[config.mk]
export PLATFORM = sky130hd
export DESIGN_NAME = tlh_ctrl
export DESIGN_NICKNAME = d
export VERILOG_FILES = /design/src/hdl/tlh_pkg.sv /design/src/hdl/tlh_ctrl.sv
export SDC_FILE = /design/constraint.sdc
export NUM_CORES = 1
export LEC_CHECK = 0
export ABC_AREA = 1
export BUFFER_PORTS_ARGS = -buffer_cell sky130_fd_sc_hd__buf_2
export CAP_MARGIN = 20
export CORE_MARGIN = 2
export CORE_UTILIZATION = 29
export CTS_CLUSTER_DIAMETER = 30
export DETAILED_ROUTE_END_ITERATION = 10
export PLACE_DENSITY = 0.64
export RECOVER_POWER = 100
export SYNTH_ARGS = -nofsm -noshare
export SYNTH_HDL_FRONTEND = slang
export SYNTH_SLANG_ARGS = --single-unit
[constraint.sdc]
create_clock -name clk -period 3 [get_ports clk]
set_input_delay 0.6 -clock clk [delete_from_list [all_inputs] [get_ports clk]]
set_output_delay 0.6 -clock clk [all_outputs]
set_load 0.01 [all_outputs]
[src/hdl/tlh_pkg.sv]
// tlh_pkg: shared codes, constants and controller/datapath interface structs
// for the transaction latency histogram; no dependencies
package tlh_pkg;

    // command codes carried in tuser
    localparam logic [1:0] CMD_TX   = 2'd0;
    localparam logic [1:0] CMD_RX   = 2'd1;
    localparam logic [1:0] CMD_READ = 2'd2;
    localparam logic [1:0] CMD_NONE = 2'd3;

    // result status codes
    localparam logic [2:0] ST_RECORDED  = 3'd0;
    localparam logic [2:0] ST_FILTERED  = 3'd1;
    localparam logic [2:0] ST_NO_MATCH  = 3'd2;
    localparam logic [2:0] ST_NEGATIVE  = 3'd3;
    localparam logic [2:0] ST_FULL      = 3'd4;
    localparam logic [2:0] ST_READ_OK   = 3'd5;
    localparam logic [2:0] ST_READ_MISS = 3'd6;

    // configuration register indexes
    localparam logic [0:0] REG_MS_MODE = 1'b0;
    localparam logic [0:0] REG_FILTER  = 1'b1;

    // tlv types in bits 15..11 of a type-length word
    localparam logic [4:0] TLV_STRING  = 5'd2;
    localparam logic [4:0] TLV_LATENCY = 5'd4;

    localparam logic [6:0] METHOD_WRITE = 7'h02;

    // reciprocal scaling: us = ((x >> 3) * US_MAGIC) >> 68,
    // ms = ((x >> 6) * MS_MAGIC) >> 75, exact for operands below 2^61
    localparam logic [63:0] US_MAGIC = 64'(((128'd1 << 68) + 128'd124) / 128'd125);
    localparam logic [63:0] MS_MAGIC = 64'(((128'd1 << 75) + 128'd15624) / 128'd15625);

    // read-modify-write targets
    localparam logic [2:0] RMW_E2E_BIN = 3'd0;
    localparam logic [2:0] RMW_E2E_SUM = 3'd1;
    localparam logic [2:0] RMW_E2E_CNT = 3'd2;
    localparam logic [2:0] RMW_FW_BIN  = 3'd3;
    localparam logic [2:0] RMW_FW_SUM  = 3'd4;
    localparam logic [2:0] RMW_FW_CNT  = 3'd5;

    // word offsets of a key's sum/count row
    localparam logic [1:0] OFF_E2E_SUM = 2'd0;
    localparam logic [1:0] OFF_E2E_CNT = 2'd1;
    localparam logic [1:0] OFF_FW_SUM  = 2'd2;
    localparam logic [1:0] OFF_FW_CNT  = 2'd3;

    localparam logic LOG_E2E = 1'b0;
    localparam logic LOG_FW  = 1'b1;

    typedef struct packed {
        logic       capture;
        logic       p_scan;
        logic       p_write;
        logic       p_free;
        logic       k_scan;
        logic       k_alloc;
        logic       clr_step;
        logic       div_start;
        logic       log_start;
        logic       log_save;
        logic       log_sel;
        logic       rmw_rd;
        logic       rmw_wr;
        logic [2:0] rmw_sel;
        logic       rd_issue;
        logic       rd_capture;
        logic       load_out;
        logic [2:0] out_status;
    } tlh_cmd_t;

    typedef struct packed {
        logic [1:0] cmd_code;
        logic       filtered;
        logic       p_done;
        logic       p_hit;
        logic       p_free_ok;
        logic       delta_neg;
        logic       k_done;
        logic       k_hit;
        logic       k_free_ok;
        logic       idx_ok;
        logic       clr_done;
        logic       div_done;
        logic       log_done;
        logic       has_lat;
        logic       out_busy;
    } tlh_sts_t;

endpackage

[src/hdl/tlh_ctrl.sv]
// tlh_ctrl: sequencing state machine for the latency histogram,
// drives tlh_dp through tlh_cmd_t; depends on tlh_pkg
module tlh_ctrl
    import tlh_pkg::*;
(
    input  logic     clk,
    input  logic     rst_n,
    input  logic     s_tvalid,
    output logic     s_tready,
    input  tlh_sts_t sts,
    output tlh_cmd_t cmd
);

    localparam logic [3:0] S_IDLE     = 4'd0;
    localparam logic [3:0] S_DECODE   = 4'd1;
    localparam logic [3:0] S_PSCAN    = 4'd2;
    localparam logic [3:0] S_PDEC     = 4'd3;
    localparam logic [3:0] S_KSCAN    = 4'd4;
    localparam logic [3:0] S_KDEC     = 4'd5;
    localparam logic [3:0] S_CLR      = 4'd6;
    localparam logic [3:0] S_DIV_GO   = 4'd7;
    localparam logic [3:0] S_DIV_WAIT = 4'd8;
    localparam logic [3:0] S_LOG_GO   = 4'd9;
    localparam logic [3:0] S_LOG_WAIT = 4'd10;
    localparam logic [3:0] S_RMW_RD   = 4'd11;
    localparam logic [3:0] S_RMW_WR   = 4'd12;
    localparam logic [3:0] S_RD_ISSUE = 4'd13;
    localparam logic [3:0] S_RD_DATA  = 4'd14;
    localparam logic [3:0] S_FIN      = 4'd15;

    logic [3:0] state_reg, state_next;
    logic [2:0] status_reg, status_next;
    logic [2:0] rmw_sel_reg, rmw_sel_next;
    logic       log_sel_reg, log_sel_next;

    always_comb
    begin
        state_next     = state_reg;
        status_next    = status_reg;
        rmw_sel_next   = rmw_sel_reg;
        log_sel_next   = log_sel_reg;
        cmd            = '0;
        cmd.log_sel    = log_sel_reg;
        cmd.rmw_sel    = rmw_sel_reg;
        cmd.out_status = status_reg;
        s_tready       = 1'b0;
        unique case (state_reg)
            S_IDLE:
            begin
                s_tready = 1'b1;
                if (s_tvalid)
                begin
                    cmd.capture = 1'b1;
                    state_next  = S_DECODE;
                end
            end
            S_DECODE:
            begin
                unique case (sts.cmd_code)
                    CMD_TX, CMD_RX:
                    begin
                        if (sts.filtered)
                        begin
                            status_next = ST_FILTERED;
                            state_next  = S_FIN;
                        end
                        else
                            state_next = S_PSCAN;
                    end
                    CMD_READ: state_next = S_KSCAN;
                    default:  state_next = S_IDLE;
                endcase
            end
            S_PSCAN:
            begin
                cmd.p_scan = 1'b1;
                if (sts.p_done)
                    state_next = S_PDEC;
            end
            S_PDEC:
            begin
                state_next = S_FIN;
                if (sts.cmd_code == CMD_TX)
                begin
                    if (sts.p_hit || sts.p_free_ok)
                    begin
                        cmd.p_write = 1'b1;
                        status_next = ST_RECORDED;
                    end
                    else
                        status_next = ST_FULL;
                end
                else if (!sts.p_hit)
                    status_next = ST_NO_MATCH;
                else
                begin
                    cmd.p_free = 1'b1;
                    if (sts.delta_neg)
                        status_next = ST_NEGATIVE;
                    else
                        state_next = S_KSCAN;
                end
            end
            S_KSCAN:
            begin
                cmd.k_scan = 1'b1;
                if (sts.k_done)
                    state_next = S_KDEC;
            end
            S_KDEC:
            begin
                if (sts.cmd_code == CMD_READ)
                begin
                    if (sts.k_hit && sts.idx_ok)
                        state_next = S_RD_ISSUE;
                    else
                    begin
                        status_next = ST_READ_MISS;
                        state_next  = S_FIN;
                    end
                end
                else if (sts.k_hit)
                    state_next = S_DIV_GO;
                else if (sts.k_free_ok)
                begin
                    cmd.k_alloc = 1'b1;
                    state_next  = S_CLR;
                end
                else
                begin
                    status_next = ST_FULL;
                    state_next  = S_FIN;
                end
            end
            S_CLR:
            begin
                cmd.clr_step = 1'b1;
                if (sts.clr_done)
                    state_next = S_DIV_GO;
            end
            S_DIV_GO:
            begin
                cmd.div_start = 1'b1;
                state_next    = S_DIV_WAIT;
            end
            S_DIV_WAIT:
            begin
                if (sts.div_done)
                begin
                    log_sel_next = LOG_E2E;
                    state_next   = S_LOG_GO;
                end
            end
            S_LOG_GO:
            begin
                cmd.log_start = 1'b1;
                state_next    = S_LOG_WAIT;
            end
            S_LOG_WAIT:
            begin
                if (sts.log_done)
                begin
                    cmd.log_save = 1'b1;
                    if ((log_sel_reg == LOG_E2E) && sts.has_lat)
                    begin
                        log_sel_next = LOG_FW;
                        state_next   = S_LOG_GO;
                    end
                    else
                    begin
                        rmw_sel_next = RMW_E2E_BIN;
                        state_next   = S_RMW_RD;
                    end
                end
            end
            S_RMW_RD:
            begin
                cmd.rmw_rd = 1'b1;
                state_next = S_RMW_WR;
            end
            S_RMW_WR:
            begin
                cmd.rmw_wr = 1'b1;
                state_next = S_RMW_RD;
                unique case (rmw_sel_reg)
                    RMW_E2E_BIN: rmw_sel_next = RMW_E2E_SUM;
                    RMW_E2E_SUM: rmw_sel_next = RMW_E2E_CNT;
                    RMW_E2E_CNT:
                    begin
                        if (sts.has_lat)
                            rmw_sel_next = RMW_FW_BIN;
                        else
                        begin
                            status_next = ST_RECORDED;
                            state_next  = S_FIN;
                        end
                    end
                    RMW_FW_BIN:  rmw_sel_next = RMW_FW_SUM;
                    RMW_FW_SUM:  rmw_sel_next = RMW_FW_CNT;
                    default:
                    begin
                        status_next = ST_RECORDED;
                        state_next  = S_FIN;
                    end
                endcase
            end
            S_RD_ISSUE:
            begin
                cmd.rd_issue = 1'b1;
                state_next   = S_RD_DATA;
            end
            S_RD_DATA:
            begin
                cmd.rd_capture = 1'b1;
                status_next    = ST_READ_OK;
                state_next     = S_FIN;
            end
            default:
            begin
                if (!sts.out_busy)
                begin
                    cmd.load_out = 1'b1;
                    state_next   = S_IDLE;
                end
            end
        endcase
    end

    always_ff @(posedge clk or negedge rst_n)
    begin
        if (!rst_n)
        begin
            state_reg   <= S_IDLE;
            status_reg  <= ST_RECORDED;
            rmw_sel_reg <= RMW_E2E_BIN;
            log_sel_reg <= LOG_E2E;
        end
        else
        begin
            state_reg   <= state_next;
            status_reg  <= status_next;
            rmw_sel_reg <= rmw_sel_next;
            log_sel_reg <= log_sel_next;
        end
    end

    // result register is only reloaded once the previous result has left
    a_no_overwrite: assert property (@(posedge clk) disable iff (!rst_n)
        cmd.load_out |-> !sts.out_busy)
        else $error("result register overwritten while occupied");

    // every memory write of a read-modify-write follows its read
    a_rmw_order: assert property (@(posedge clk) disable iff (!rst_n)
        cmd.rmw_wr |-> $past(cmd.rmw_rd))
        else $error("rmw write without preceding read");

    // table and memory operations never overlap
    a_ops_exclusive: assert property (@(posedge clk) disable iff (!rst_n)
        $onehot0({cmd.p_scan, cmd.k_scan, cmd.clr_step, cmd.rmw_rd, cmd.rmw_wr,
                  cmd.rd_issue, cmd.p_write, cmd.k_alloc}))
        else $error("overlapping datapath operations");

    // a free of a pending entry only happens on a receive that found it
    a_free_on_hit: assert property (@(posedge clk) disable iff (!rst_n)
        cmd.p_free |-> (sts.p_hit && (sts.cmd_code == CMD_RX)))
        else $error("pending entry freed without a match");

endmodule

==> impl_metrics.ini <==
[status]
outcome = finished, final reports clean

[synthesis]
synth_area_leader_cell = dfrtp_1
synth_area_um2 = 1020
synthTopCellsByCount = nand2_1, inv_1, nor2_1
synth_nets = 202
synth_edf_count = 0
syn_inst = 183
ys_warn_count = 0
synth.distinct_cells = 20
synth_flop_cell = dfrtp_1
async_flop_share_pct = 100
synth_seq_cells = 11
synth.area.top_cells = dfrtp_1, nand2_1, inv_1
synth_top_area_share_pct = 27.0
postSynthAreaPerCell_um2 = 5.57
synth_most_common_cell = nand2_1
yosysSeqAreaShare_pct = 27.0

[placement]
place_area_um2 = 1260
place_congestion = 0.823
io_buffers = 41
dpl.hpwl_um = 2320

[grt]
grt_pass1_vias = 1082
grt_pass1_wl_um = 4690
grt_util_met1_pct = 19.8
grt_busiest_layer = met2
grtUsageTotal_pct = 14.5
grt_max_degree = 12
grtUsageMet2_pct = 22.7
use_met3_pct = 4.82
grt_overflow = 0
antenna_found_initial = 0

[timing]
fin_skew_ns = 0.00313
finalCritPeriodShare_pct = 76.0
setup_viol = 0
timing.hold.ws_ns = 0.297
relSlewSlack_pct = 60.7
hold_viol = 0
grt_setup_unrepaired = false
period_minus_slack_ns = 2.28
tightest_slew_ns = 0.590
setup_tns_ns = 0
fmax_ghz = 0.438
drv_slew = 0

[hold_path]
hold_class = in -> async

[floorplan]
initial_core_util_pct = 30.3
die_y_um = 63.3
coreArea_um2 = 3360
fp.dieW_um = 63.3
die_area_um2 = 4010
rows = 21
ios = 42

[worst_setup_path]
crit_arrival_ns = 1.68
crit_fanout = 6
end_kind = output port
crit_required_ns = 2.40
start_kind = flop
critPathKind = reg -> out

[cts]
postCtsSetupRepairBufs = 0
clkLatencyLatePin_ns = 0.27
htreeDepth = 1
cts.repair.resized = 0
cts_buffers = 3
clock_sinks = 11
cts_buffer_depth = 2
path_clk_slew_ns = 0.07
clockRootBuffer = clkbuf_4
tritoncts = built
cts_hold_buf = 0

[power_and_ir_drop]
power_mw = 1.11
pwr-share-seq_pct = 27.4
internal-power_mw = 0.495
p_clk_share_pct = 9.3
p_sw_mw = 0.612
combPwrFrac_pct = 63.4
cellPowerDensity_nw_per_um2 = 883
peakVddDrop_mv = 0.331
swShare_pct = 55.3
p_leak_nw = 0.744

[layout]
layout.nets = 245
stdcell_area_um2 = 1250
area_growth_pct = 22.9
num_antenna_cells = 0
drive_gt1_share_pct = 12.4
nFillCells = 421
largest_reg_flops = 4

[routing]
viasPerCell = 4.51
wl_um = 2810
drtIter0Drc = 60
postRouteAntennaNets = 0
wire_per_inst_um = 10.4
dr.pass1.iters = 4
via_count = 1223
route.detailed.drc = 0

[job]
drv_cap = 0
[critical path, cell delays in order (launching register included)]
cell	delay, ns
dfrtp_1	0.50
nand2_1	0.23
nor2_1	0.32
nand3_1	0.14
inv_1	0.07
clkbuf_1	0.15
[path summary, 6_finish.rpt]
path / start / end / slack [ns] / cells past startpoint
worst max-delay path: state_reg[1]$_DFFE_PN0P_ / cmd[18] / 0.72 / 5
worst min-delay path: rst_n / state_reg[2]$_DFFE_PN0P_ / 0.30 / 1
worst max register to register: state_reg[1]$_DFFE_PN0P_ / status_reg[0]$_DFFE_PN0P_ / 1.31 / 9
worst min register to register: status_reg[2]$_DFFE_PN0P_ / status_reg[2]$_DFFE_PN0P_ / 0.48 / 2
max in group asynchronous: rst_n / rmw_sel_reg[2]$_DFFE_PN0P_ / 2.32 / 1
min in group clk: status_reg[2]$_DFFE_PN0P_ / status_reg[2]$_DFFE_PN0P_ / 0.48 / 2
[cell type report]
cell class	count	area, um^2	area share, %
timing repair buffer	41	180	14.4
sequential	11	275	22.0
inverter	31	116	9.28
clock buffer	4	26.3	2.10
tap	46	57.6	4.59
multi-input combinational	138	598	47.7
[power groups by stage]
stage | registers, mW | logic [mW] | clock network, mW
5_1_grt | 0.314 | 0.813 | 0.115
3_3_place_gp | 0.305 | 0.733 | 0
3_5_place_dp | 0.306 | 0.740 | 0
2_1_floorplan | 0.284 | 0.562 | 0
6_report | 0.303 | 0.701 | 0.103
4_1_cts | 0.303 | 0.743 | 0.107
[metal layers]
metal,vias to the layer above,part of all wire [%]
met5,-,0
met4,0,0.32
met3,2,7.4
met2,41,44
met1,528,48
li1,652,-
[metrics by stage]
| step | worst slack [ns] | utilization, % | instances |
|---|---|---|---|
| floorplan | 1.31 | - | 183 |
| global placement | 1.17 | 37.6 | 267 |
| detailed placement | 1.15 | 37.6 | 267 |
| CTS | 0.915 | 38.4 | 271 |
| global route | 0.537 | 37.3 | 271 |
| finish | 0.719 | 37.3 | 271 |
[cell families after synthesis]
kind of cell	Yosys count	share of synthesized area, %
DFF	11	27.0
AOI/OAI and AO/OA	17	9.57
buffers and inverters	34	13.1
and+or+nand+nor	121	50.3
[layout by cell type (no fill, tap or decap), drive strengths merged]
cell type  netlist  final
a211o            1      1
a21oi            5      5
buf              3     21
clkbuf           0     24
dfrtp           11     11
inv             31     31
nand2           67     67
nand3           18     18
nand3b           2      2
nand4            1      1
nor2            30     30
nor3             3      3
o211ai           2      2
o21a             1      1
o21ai            7      7
o22ai            1      1
(Power assumes the default switching activity.)
